## config.mk

```make
export PLATFORM = sky130hd
export DESIGN_NAME = dag_dependency_dispatcher_flat
export DESIGN_NICKNAME = d
export VERILOG_FILES = /design/src/design/ddd_pkg.sv /design/src/design/ddd_cmd_if.sv /design/src/design/ddd_res_if.sv /design/src/design/ddd_row_mem.sv /design/src/design/ddd_ctrl.sv /design/src/design/dag_dependency_dispatcher.sv /design/src/flat_wrapper.sv
export SDC_FILE = /design/constraint.sdc
export NUM_CORES = 2
export LEC_CHECK = 0
export BUFFER_PORTS_ARGS = -buffer_cell sky130_fd_sc_hd__buf_2
export CAP_MARGIN = 25
export CELL_PAD_IN_SITES_DETAIL_PLACEMENT = 1
export CELL_PAD_IN_SITES_GLOBAL_PLACEMENT = 2
export CORE_ASPECT_RATIO = 0.7
export CORE_UTILIZATION = 53
export DETAILED_ROUTE_END_ITERATION = 12
export PLACE_DENSITY_LB_ADDON = 0.1
export SYNTH_ARGS = -nofsm -noshare
export SYNTH_HDL_FRONTEND = slang
export SYNTH_SLANG_ARGS = --single-unit
```

## constraint.sdc

```tcl
create_clock -name clk -period 10.1 [get_ports clk]
set_input_delay 0.505 -clock clk [delete_from_list [all_inputs] [get_ports clk]]
set_output_delay 0.505 -clock clk [all_outputs]
set_load 0.01 [all_outputs]
```

## src/design/ddd_pkg.sv

```systemverilog
// Shared types and constants for the task-graph job dispatcher.
// No dependencies; every other design file imports this package.
package ddd_pkg;

	localparam int SET_W  = 32;  // width of the queued, ready and done sets
	localparam int CNT_W  = 6;   // node count, may hold 32 itself
	localparam int ID_W   = 5;   // node and job index
	localparam int MASK_W = 32;  // dependency row

	typedef enum logic [1:0] {
		OP_LOAD  = 2'd0,
		OP_START = 2'd1,
		OP_DONE  = 2'd2,
		OP_NONE  = 2'd3
	} ddd_op_t;

	typedef enum logic [1:0] {
		ST_IDLE,
		ST_SCAN,
		ST_EMIT
	} ddd_state_t;

	typedef struct packed {
		logic            has_job;
		logic [ID_W-1:0] job_id;
		logic            last;
		logic            all_done;
		logic            bad_done;
	} ddd_res_t;

endpackage

```

## src/design/ddd_cmd_if.sv

```systemverilog
// Command channel of the dispatcher: opcode, node and dependency mask.
// Depends on ddd_pkg for the field widths.
interface ddd_cmd_if import ddd_pkg::*; ();
	logic              valid;
	logic              ready;
	logic [1:0]        opcode;
	logic [ID_W-1:0]   node;
	logic [MASK_W-1:0] dep_mask;

	modport source (output valid, output opcode, output node, output dep_mask, input ready);
	modport sink   (input valid, input opcode, input node, input dep_mask, output ready);
endinterface

```

## src/design/ddd_res_if.sv

```systemverilog
// Result channel of the dispatcher: one dispatched job or status word per beat.
// Depends on ddd_pkg for the field widths.
interface ddd_res_if import ddd_pkg::*; ();
	logic            valid;
	logic            ready;
	logic            has_job;
	logic [ID_W-1:0] job_id;
	logic            last;
	logic            all_done;
	logic            bad_done;

	modport source (output valid, output has_job, output job_id, output last,
		output all_done, output bad_done, input ready);
	modport sink   (input valid, input has_job, input job_id, input last,
		input all_done, input bad_done, output ready);
endinterface

```

## src/design/ddd_row_mem.sv

```systemverilog
// Dependency row store: one write port and one registered read port.
// Depends on ddd_pkg for the row width.
module ddd_row_mem import ddd_pkg::*; #(
	parameter int DEPTH = 32,
	parameter int AW    = 5
) (
	input  logic              clk,
	input  logic              we,
	input  logic [AW-1:0]     waddr,
	input  logic [MASK_W-1:0] wdata,
	input  logic              re,
	input  logic [AW-1:0]     raddr,
	output logic [MASK_W-1:0] rdata
);

	logic [MASK_W-1:0] mem [DEPTH];

	always_ff @(posedge clk) begin
		if (we) begin
			mem[waddr] <= wdata;
		end
	end

	always_ff @(posedge clk) begin
		if (re) begin
			rdata <= mem[raddr];
		end
	end

endmodule

```

## src/design/ddd_ctrl.sv

```systemverilog
// Command sequencer: holds the node sets, scans the row store one row a cycle
// and hands result words to the output stage. Depends on ddd_pkg and ddd_cmd_if.
module ddd_ctrl import ddd_pkg::*; #(
	parameter int MAX_NODES = 32,
	parameter int AW        = 5
) (
	input  logic              clk,
	input  logic              arst_n,
	ddd_cmd_if.sink           cmd,
	input  logic [CNT_W-1:0]  n_use,
	output logic              mem_we,
	output logic [AW-1:0]     mem_waddr,
	output logic [MASK_W-1:0] mem_wdata,
	output logic              mem_re,
	output logic [AW-1:0]     mem_raddr,
	input  logic [MASK_W-1:0] mem_rdata,
	output logic              emit_valid,
	output ddd_res_t          emit,
	input  logic              emit_ready
);

	ddd_state_t        state_q, state_d;
	logic [SET_W-1:0]  queued_q, ready_q, done_q, found_q;
	logic              bad_q;
	logic [CNT_W-1:0]  issue_q;
	logic              vld_s1;
	logic [ID_W-1:0]   idx_s1;

	logic [SET_W-1:0]  use_mask;
	logic              accept;
	ddd_op_t           op;
	logic [SET_W-1:0]  node_bit;
	logic              done_ok;
	logic              hit_s1;
	logic [SET_W-1:0]  lowest;
	logic [SET_W-1:0]  found_rest;
	logic [ID_W-1:0]   low_id;
	logic              scan_end;

	assign use_mask = n_use[CNT_W-1] ? {SET_W{1'b1}} : ((32'd1 << n_use[ID_W-1:0]) - 32'd1);
	assign op       = ddd_op_t'(cmd.opcode);
	assign accept   = cmd.valid && cmd.ready;
	assign node_bit = 32'd1 << cmd.node;
	assign done_ok  = ({1'b0, cmd.node} < n_use) && ((ready_q & node_bit) != '0);

	assign mem_we    = accept && (op == OP_LOAD) && (7'(cmd.node) < 7'(MAX_NODES));
	assign mem_waddr = AW'(cmd.node);
	assign mem_wdata = cmd.dep_mask;
	assign mem_raddr = AW'(issue_q);

	// A node is ready when it is still queued and every in-use dependency is done.
	assign hit_s1 = vld_s1 && queued_q[idx_s1] && ((mem_rdata & use_mask & ~done_q) == '0);
	assign scan_end = !mem_re && !vld_s1;

	assign lowest     = found_q & (~found_q + 32'd1);
	assign found_rest = found_q & ~lowest;

	always_comb begin
		low_id = '0;
		for (int i = SET_W - 1; i >= 0; i--) begin
			if (found_q[i]) begin
				low_id = ID_W'(i);
			end
		end
	end

	always_comb begin
		emit.has_job  = (found_q != '0);
		emit.job_id   = low_id;
		emit.last     = (found_rest == '0);
		emit.all_done = ((done_q & use_mask) == use_mask);
		emit.bad_done = bad_q;
	end

	always_ff @(posedge clk or negedge arst_n) begin
		if (!arst_n) begin
			state_q <= ST_IDLE;
		end else begin
			state_q <= state_d;
		end
	end

	always_comb begin
		state_d    = state_q;
		cmd.ready  = 1'b0;
		mem_re     = 1'b0;
		emit_valid = 1'b0;
		case (state_q)
			ST_IDLE: begin
				cmd.ready = 1'b1;
				if (cmd.valid) begin
					if (op == OP_START || (op == OP_DONE && done_ok)) begin
						state_d = ST_SCAN;
					end else if (op == OP_DONE) begin
						state_d = ST_EMIT;
					end
				end
			end
			ST_SCAN: begin
				mem_re = (issue_q < n_use);
				if (scan_end) begin
					state_d = ST_EMIT;
				end
			end
			ST_EMIT: begin
				emit_valid = 1'b1;
				if (emit_ready && emit.last) begin
					state_d = ST_IDLE;
				end
			end
			default: begin
				state_d = ST_IDLE;
			end
		endcase
	end

	always_ff @(posedge clk or negedge arst_n) begin
		if (!arst_n) begin
			queued_q <= '0;
			ready_q  <= '0;
			done_q   <= '0;
			found_q  <= '0;
			bad_q    <= 1'b0;
			issue_q  <= '0;
			vld_s1   <= 1'b0;
			idx_s1   <= '0;
		end else begin
			vld_s1 <= mem_re;
			idx_s1 <= issue_q[ID_W-1:0];
			if (accept && op == OP_START) begin
				queued_q <= use_mask;
				ready_q  <= '0;
				done_q   <= '0;
				found_q  <= '0;
				bad_q    <= 1'b0;
				issue_q  <= '0;
			end else if (accept && op == OP_DONE) begin
				found_q <= '0;
				issue_q <= '0;
				if (done_ok) begin
					ready_q <= ready_q & ~node_bit;
					done_q  <= done_q | node_bit;
					bad_q   <= 1'b0;
				end else begin
					bad_q <= 1'b1;
				end
			end else begin
				if (mem_re) begin
					issue_q <= issue_q + CNT_W'(1);
				end
				if (hit_s1) begin
					queued_q[idx_s1] <= 1'b0;
					ready_q[idx_s1]  <= 1'b1;
					found_q[idx_s1]  <= 1'b1;
				end
				if (emit_valid && emit_ready) begin
					found_q <= found_rest;
				end
			end
		end
	end

endmodule

```

## src/design/dag_dependency_dispatcher.sv

```systemverilog
// Top level of the task-graph job dispatcher: node count register, output
// register and the row store and sequencer. Depends on ddd_pkg, the two channel
// interfaces, ddd_row_mem and ddd_ctrl.
//
//   channel  dir  handshake      word
//   cmd      in   valid/ready    opcode, node, dep_mask
//   res      out  valid/ready    has_job, job_id, last, all_done, bad_done
//   cfg      in   cfg_we         node_count in cfg_wdata
//
// A load or an unused opcode leaves the sequencer idle. A start or a good done report
// scans the row store one row a cycle, then its words pass through the emit state
// and the output register to res, one word a cycle while res is ready.
// A bad done report's word passes through the emit state and the output register to res.
// No command is taken until the last word has entered the output register, which
// holds a stalled word. Reset clears the node sets and sets the node count to 32.
module dag_dependency_dispatcher import ddd_pkg::*; #(
	parameter int MAX_NODES = 32
) (
	input  logic             clk,
	input  logic             arst_n,
	ddd_cmd_if.sink          cmd,
	ddd_res_if.source        res,
	input  logic             cfg_we,
	input  logic [CNT_W-1:0] cfg_wdata
);

	localparam int AW  = (MAX_NODES > 1) ? $clog2(MAX_NODES) : 1;
	localparam int CAP = (MAX_NODES < SET_W) ? MAX_NODES : SET_W;

	logic [CNT_W-1:0]  node_count_q;
	logic [CNT_W-1:0]  n_use;
	logic              mem_we, mem_re;
	logic [AW-1:0]     mem_waddr, mem_raddr;
	logic [MASK_W-1:0] mem_wdata, mem_rdata;
	logic              emit_valid, emit_ready;
	ddd_res_t          emit;
	ddd_res_t          res_q;
	logic              res_vld_q;

	always_ff @(posedge clk or negedge arst_n) begin
		if (!arst_n) begin
			node_count_q <= CNT_W'(32);
		end else if (cfg_we) begin
			node_count_q <= cfg_wdata;
		end
	end

	assign n_use = (node_count_q > CNT_W'(CAP)) ? CNT_W'(CAP) : node_count_q;

	ddd_row_mem #(
		.DEPTH (MAX_NODES),
		.AW    (AW)
	) u_rows (
		.clk   (clk),
		.we    (mem_we),
		.waddr (mem_waddr),
		.wdata (mem_wdata),
		.re    (mem_re),
		.raddr (mem_raddr),
		.rdata (mem_rdata)
	);

	ddd_ctrl #(
		.MAX_NODES (MAX_NODES),
		.AW        (AW)
	) u_ctrl (
		.clk        (clk),
		.arst_n     (arst_n),
		.cmd        (cmd),
		.n_use      (n_use),
		.mem_we     (mem_we),
		.mem_waddr  (mem_waddr),
		.mem_wdata  (mem_wdata),
		.mem_re     (mem_re),
		.mem_raddr  (mem_raddr),
		.mem_rdata  (mem_rdata),
		.emit_valid (emit_valid),
		.emit       (emit),
		.emit_ready (emit_ready)
	);

	// The output register takes a new word when empty or when its word leaves.
	assign emit_ready = !res_vld_q || res.ready;

	always_ff @(posedge clk or negedge arst_n) begin
		if (!arst_n) begin
			res_vld_q <= 1'b0;
		end else if (emit_ready) begin
			res_vld_q <= emit_valid;
		end
	end

	always_ff @(posedge clk) begin
		if (emit_ready && emit_valid) begin
			res_q <= emit;
		end
	end

	assign res.valid    = res_vld_q;
	assign res.has_job  = res_q.has_job;
	assign res.job_id   = res_q.job_id;
	assign res.last     = res_q.last;
	assign res.all_done = res_q.all_done;
	assign res.bad_done = res_q.bad_done;

	a_bad_alone: assert property (@(posedge clk) disable iff (!arst_n)
		(res.valid && res.bad_done) |-> (res.last && !res.has_job))
		else $error("bad done word carries a job or is not last");

	a_start_busy: assert property (@(posedge clk) disable iff (!arst_n)
		(cmd.valid && cmd.ready && cmd.opcode == OP_START) |=> !cmd.ready)
		else $error("command taken during a scan");

	a_nojob_last: assert property (@(posedge clk) disable iff (!arst_n)
		(res.valid && !res.has_job) |-> (res.last && res.job_id == '0))
		else $error("empty result word is not the last one");

endmodule
```

## src/flat_wrapper.sv

```systemverilog
// flat-port wrapper written by rule: the top's interface ports become plain ports
module dag_dependency_dispatcher_flat import ddd_pkg::*;
#(
	parameter int MAX_NODES = 32
)
  (clk, arst_n, cfg_we, cfg_wdata, cmd_valid, cmd_opcode, cmd_node, cmd_dep_mask, cmd_ready, res_valid, res_has_job, res_job_id, res_last, res_all_done, res_bad_done, res_ready);
  ddd_cmd_if cmd_i ();
  ddd_res_if res_i ();
  input  logic clk;
  input  logic arst_n;
  input  logic cfg_we;
  input  logic [CNT_W-1:0] cfg_wdata;
  input wire logic [$bits(cmd_i.valid)-1:0] cmd_valid;
  input wire logic [$bits(cmd_i.opcode)-1:0] cmd_opcode;
  input wire logic [$bits(cmd_i.node)-1:0] cmd_node;
  input wire logic [$bits(cmd_i.dep_mask)-1:0] cmd_dep_mask;
  output wire logic [$bits(cmd_i.ready)-1:0] cmd_ready;
  output wire logic [$bits(res_i.valid)-1:0] res_valid;
  output wire logic [$bits(res_i.has_job)-1:0] res_has_job;
  output wire logic [$bits(res_i.job_id)-1:0] res_job_id;
  output wire logic [$bits(res_i.last)-1:0] res_last;
  output wire logic [$bits(res_i.all_done)-1:0] res_all_done;
  output wire logic [$bits(res_i.bad_done)-1:0] res_bad_done;
  input wire logic [$bits(res_i.ready)-1:0] res_ready;
  assign cmd_i.valid = cmd_valid;
  assign cmd_i.opcode = cmd_opcode;
  assign cmd_i.node = cmd_node;
  assign cmd_i.dep_mask = cmd_dep_mask;
  assign cmd_ready = cmd_i.ready;
  assign res_valid = res_i.valid;
  assign res_has_job = res_i.has_job;
  assign res_job_id = res_i.job_id;
  assign res_last = res_i.last;
  assign res_all_done = res_i.all_done;
  assign res_bad_done = res_i.bad_done;
  assign res_i.ready = res_ready;
  dag_dependency_dispatcher #(.MAX_NODES(MAX_NODES)) u_core (.clk(clk), .arst_n(arst_n), .cmd(cmd_i), .res(res_i), .cfg_we(cfg_we), .cfg_wdata(cfg_wdata));
endmodule
```

Word level (Yosys, flattened, before mapping)
Memories as Yosys holds them, arrays and structs flattened. A register that Yosys moved wholly into a read port is not among the register bits.
Cells that the tools add are included.
{ "word_totals": {"regBits": 159, "mem_bits_rw": 1024, "inputBits": 50, "output_inout_bits": 11, "wordCells": 163, "mem_count": 1} }
{ "classes": {"addsub": 3, "magnitude_cmp": 5, "n_eq_ne": 11, "n_shift": 2, "mux": 68, "n_bitwise": 16, "reduce_logical": 37} }
{ "mem_list": {"columns": ["name", "words", "word_bits", "read_ports", "rd_clocked_by_memory_dff", "write_ports", "line", "text"], "rows": [
  ["u_core.u_rows.mem", 32, 32, 1, 1, 1, "ddd_row_mem.sv:16", "logic [MASK_W-1:0] mem [DEPTH];"]
]} }
{ "ops": {"columns": ["operator", "count"], "rows": [
  ["$mux W32", 15],
  ["$and A32 B32 Y32", 8],
  ["$not A32 Y32", 5],
  ["$or A32 B32 Y32", 3],
  ["$mux W5", 16],
  ["$logic_not A32 Y1", 2],
  ["$reduce_bool A32 Y1", 2],
  ["$shl A1 B5 Y32 const A", 2],
  ["$add A32 B1 Y32 const B", 1],
  ["$eq A32 B32 Y1", 1],
  ["$mux W4", 8],
  ["$sub A32 B1 Y32 const B", 1],
  ["$mux W6", 4],
  ["$reduce_or A16 Y1", 1],
  ["$mux W2", 7],
  ["$logic_and A1 B1 Y1", 12],
  ["$mux W3", 4],
  ["$mux W1", 11],
  ["$ne A2 B2 Y1 const B", 4],
  ["$reduce_or A8 Y1", 1],
  ["$add A6 B1 Y6 const B", 1],
  ["$gt A6 B6 Y1 const B", 1],
  ["$lt A5 B6 Y1", 1],
  ["$lt A5 B6 Y1 const B", 1],
  ["18 further kinds", 30]
]} }

Depth between registers and ports, before layout
{ "logic_depth": {"depth_word": 31, "mapped_depth": 16, "ltp_nobuf": 11} }

Hierarchy
Synthesis repeated with hierarchy kept, for this count alone.
{ "hier_totals": {"cells_unflattened": 3407, "hier_area_um2": 50942.6} }
{ "by_module_without_submodules": {"columns": ["module", "n_inst", "cells_each", "area_per_inst_um2", "seq_area_each_um2"], "rows": [
  ["ddd_row_mem", 1, 2260, 40805.4, 31710.4],
  ["ddd_ctrl", 1, 1115, 9535.4, 3578.4],
  ["dag_dependency_dispatcher", 1, 32, 601.8, 446.7]
]} }

Worst setup path after synthesis
No wires, ideal clock.
{ "synth_path": {"path_type": "reg2reg", "start": "register u_core.node_count_q[5]", "end": "register u_core.u_ctrl.queued_q[1]", "setup_time_ps": 156, "arrival_time_ps": 3951, "required_ps": 9944, "path_slack_ps": 5993, "stages_incl_launch_ff": 16, "path_buffers": 5, "period_less_slack_ps": 4107, "path_cell_list": "dfstp_2 clkbuf_1 clkbuf_1 buf_1 a21oi_1 ha_1 clkbuf_1 nand2_1 o31ai_1 a221oi_1 nor2_1 a2111o_1 or4b_4 nor3_4 buf_2 a41oi_1"} }
{ "synth_between": {"elab_chain_cells": 11, "elab_cells_between_ends": 12, "cone_classes": "add/sub: 1; order compare: 1; shift: 1; mux: 3; bitwise: 2; reduce/logical: 4"} }
{ "synth_rtl": {"columns": ["item", "line", "text"], "rows": [
  ["start: declaration", "dag_dependency_dispatcher.sv:30", "logic [CNT_W-1:0] node_count_q;"],
  ["start signal: assignment", "dag_dependency_dispatcher.sv:44", "node_count_q <= cfg_wdata;"],
  ["$gt A6 B6 Y1", "dag_dependency_dispatcher.sv:48", "assign n_use = (node_count_q > CNT_W'(CAP)) ? CNT_W'(CAP) : node_count_q;"],
  ["$mux W6 (*)", "dag_dependency_dispatcher.sv:48", null],
  ["$shl A1 B5 Y32", "ddd_ctrl.sv:40", "assign use_mask = n_use[CNT_W-1] ? {SET_W{1'b1}} : ((32'd1 << n_use[ID_W-1:0]) - 32'd1);"],
  ["$sub A32 B1 Y32", "ddd_ctrl.sv:40", null],
  ["$mux W32 (*)", "ddd_ctrl.sv:40", null],
  ["$and A32 B32 Y32 (2 in series)", "ddd_ctrl.sv:52", "assign hit_s1 = vld_s1 && queued_q[idx_s1] && ((mem_rdata & use_mask & ~done_q) == '0);"],
  ["$logic_not A32 Y1", "ddd_ctrl.sv:52", null],
  ["$logic_and A1 B1 Y1", "ddd_ctrl.sv:52", null],
  ["$reduce_bool A2 Y1 (no line)", null, null],
  ["$reduce_and A2 Y1 (no line)", null, null],
  ["end signal: assignment", "ddd_ctrl.sv:131", "queued_q <= use_mask;"],
  ["end: declaration", "ddd_ctrl.sv:23", "logic [SET_W-1:0] queued_q, ready_q, done_q, found_q;"]
]} }
Mark *: on every way between the ends. The rest lies on a longest branch, timed or not.
A chain may end at the register's enable or synchronous reset.

Worst setup path after layout
Same ends and word-level chain as after synthesis.

==> results.md <==
- Status: finished, final reports clean
- Layout area overhead: 11.1%
- Grt ovf: 0
- Avg Vias per Cell: slightly below 7
- Detailed router's first-iteration violation count: about 3700
- Element type at the critical path start: flop
- Synthesized cell area: 49800 sq um
- Top-area cell type share of the netlist area: approximately 64%
- Worst-Margin Slew: between 1 and 1.5 ns
- R2R cell count: 12
- Post-Syn Area per Cell: about 19 sq um
- Overall routing resource usage: between 30% and 40%
- Clk root buf: clkbuf_16
- Share of cells above drive strength 1: between 20% and 30%
- Core box area: about 90000 sq um
- CTS resizes: 0
- Post-DRT Antenna Nets: 0
- Max cap viols: 0
- Leak Pwr: between 15 and 20 nW
- Dominant synthesized flop cell: edfxtp_1
- Final number of setup-violating endpoints: 0
- Hold Path Class: in -> reg
- Post-synthesis cell type count: 84
- Initial antenna violation count: 7
- Seq cells post-synth: around 1200
- Max Clock Freq: about 180 MHz
- Slew margin rel.: a little under a third
- Vias in the first global route: between 20000 and 30000
- CTS Sinks: roughly 1200
- First-pass GRT wire length: between 200000 and 250000 um
- Drt drc: 0
- Worst Clk Skew: 0.0309 ns
- Worst IR Drop VDD: slightly below 0.0002 V
- Final min period: roughly 5.6 ns
- Final HPWL DP: approximately 79000 um
- Port bufs: 60
- Setup TNS: 0 ns
- Largest net degree at the start of global routing: 74
- Unrepaired setup endpoints after global routing: no
- Pre-Repair DR Iteration Count: 5
- Pwr dens: 191 nW/um^2
- Post-synth EDFFs: 1065
- CTS Buffer Depth: 3
- Area leader, netlist: edfxtp_1
- Critical path arrival: between 6 and 7 ns
- Die height: 258 um
- Routed length per instance: between 30 and 40 um
- Most numerous cell in the Yosys netlist: edfxtp_1
- TritonCTS buffer count: 111
- CTS tree: done
- # hold bufs at CTS: 6
- Synth cell count leaders: 1065 x edfxtp_1, 323 x mux4_2, 149 x dfrtp_1
- Mapped Nets: about 2700
- Setup Fix Bufs, Post-CTS: 0
- Clock Latency Late Sink: a little over 0.7 ns
- Die W: roughly 370 um
- CTS clk-pin slew, worst paths: ~0.07 ns
- Vias after detailed routing: 27635
- Critical-path cell list: inv_1, nand4_1, ha_1, or2_0, o31ai_1, a221oi_1, nor2_1, a2111o_1, or4b_4, nor3_4, buf_4, a41oi_1
- Top cells by area, synth: edfxtp_1 64%, mux4_2 15%, dfrtp_1 7.5%, mux2_2 0.97%, clkbuf_1 0.97%
- Type of destination of the critical path: flop
- Cell Rows: 93
- End-of-flow core utilization: between 50% and 60%
- Worst path max stage delay: 1.00 ns
- Post-Route WL: between 100000 and 150000 um
- Initial Util: approximately 54%
- Pins Over Slew Limit: 0
- Hold Path Cell Cnt: 2
- Die Area: roughly 95000 sq um
- Seq/Total Area, Yosys: a little under three quarters
- Slowest-stage cell, CP: dfstp_2
- CP Class: reg -> reg
- Async set-reset flop share out of synthesis: between 10 and 15%
- Yosys warns: 0
- Cell count after synthesis: 2674
- Period utilization: a little under three fifths
- CP Data Required Time: roughly 11 ns
- H-Tree Depth: 3
- Final Hold Viols: 0
- Largest fanout on the critical path: 73
- # IOs: slightly above 60
- RePlAce Congestion: approximately 0.9
- Nets: 2813
==> power breakdown <==
group | internal (W) | switching [W] | leakage [nW]
Sequential | 0.00553 | 0.0000664 | 11.6
Clock | 0.00214 | 0.00186 | 1.64
Combinational | 0.000422 | 0.000535 | 4.46
Total | 0.00809 | 0.00246 | 17.7
==> stage by stage <==
stage | instances | instance area, sq um | hold slack (ns) | total power, W | setup WS (ns)
3_5_place_dp | 3862 | 51700 | 0.435 | 0.00665 | 4.67
6_report | 4080 | 55300 | 0.0421 | 0.0106 | 4.50
3_3_place_gp | 3862 | 51700 | 0.444 | 0.00662 | 4.86
2_1_floorplan | 2674 | 49800 | 0.209 | 0.00632 | 5.99
4_1_cts | 4074 | 55200 | 0.0000719 | 0.0106 | 4.67
5_1_grt | 4078 | 55300 | 0.0212 | 0.0108 | 4.34
==> cell type report <==
type                    count  area (sq um)
clock inverters            70           498
flip-flops and latches   1215         35800
multi-input cells        1252         13500
diodes                      3          7.51
well taps                1235          1550
fillers                  7935         37200
inverters                  24          90.1
clock buffers             136          2890
repair buffers            145          1020
==> state kept, by name, indices dropped and copies added, names as in the netlist, 2 cells and up <==
signal                  count
u_core.u_ctrl.done_q       32
u_core.u_rows.mem        1024
u_core.u_ctrl.queued_q     32
u_core.res.job_id           5
u_core.u_ctrl.issue_q       6
u_core.u_ctrl.found_q      32
u_core.u_rows.rdata        32
u_core.u_ctrl.idx_s1        5
u_core.u_ctrl.state_q       2
u_core.node_count_q         6
u_core.u_ctrl.ready_q      32
==> critical path, delay by kind of cell, from the launching register on <==
family | cells | cell delay (ns)
AO/OA/AOI/OAI | 4 | 1.22
adder cells (fa/ha/maj) | 1 | 0.50
buffers and inverters | 2 | 1.24
flip-flops | 1 | 1.00
AND/OR/NAND/NOR | 5 | 1.38
==> logic make-up after synthesis <==
group | Yosys count | share of synthesized area, %
AOI/OAI and AO/OA | 380 | 5.36
xor gates and xnor gates | 6 | 0.106
muxes | 380 | 15.9
buffers and inverters | 207 | 1.62
and+or+nand+nor | 469 | 4.80
adders and majority gates | 17 | 0.412
DFF | 1215 | 71.8
==> layout by cell type (no fill, tap or decap), types with 13 or more instances in the layout <==
cell,Yosys,layout
nand3_1,22,21
nor2_4,0,32
nand2_1,121,121
clkbuf_16,0,111
a31o_1,23,23
inv_1,24,23
nor2_1,124,91
edfxtp_1,1065,1065
a32o_1,26,26
mux2_2,43,43
a31oi_1,32,32
mux4_2,323,323
clkbuf_1,128,23
mux2i_1,14,14
buf_4,3,76
nor2b_1,21,20
nand4_1,13,13
and3_1,17,15
and2_1,16,16
o21ai_0,74,74
buf_2,15,59
clkinv_1,0,27
nor3_1,39,39
dfrtp_1,149,144
clkinv_2,0,23
o41ai_1,25,25
a21oi_1,77,77
ha_1,14,14
==> final timing paths <==
path                                                    start                                    end  slack [ns]
setup / recovery           u_core.node_count_q[5]$_DFFE_PN1P_  u_core.u_ctrl.queued_q[1]$_DFFE_PN0P_        4.50
hold reg to reg               u_core.u_ctrl.bad_q$_DFFE_PN0P_          u_core.res.bad_done$_DFFE_PP_        0.46
hold / removal                                   cfg_wdata[3]     u_core.node_count_q[3]$_DFFE_PN0P_        0.04
min in group asynchronous                              arst_n     u_core.node_count_q[3]$_DFFE_PN0P_        0.35
max in group asynchronous                              arst_n   u_core.u_ctrl.issue_q[1]$_DFFE_PN0P_        7.90
setup reg to reg           u_core.node_count_q[5]$_DFFE_PN1P_  u_core.u_ctrl.queued_q[1]$_DFFE_PN0P_        4.50
==> metal layers <==
layer  share of wire, %  wire (um)  track usage [%]  vias up
met5              0.034         49                0        -
met4                2.4       3520             7.45        8
met3                 11      16100             9.70      229
met2                 45      65000             45.6     1436
met1                 42      60600             45.4    14803
li1                   -          -                -    11159
Power figures use the tool's default switching activity.
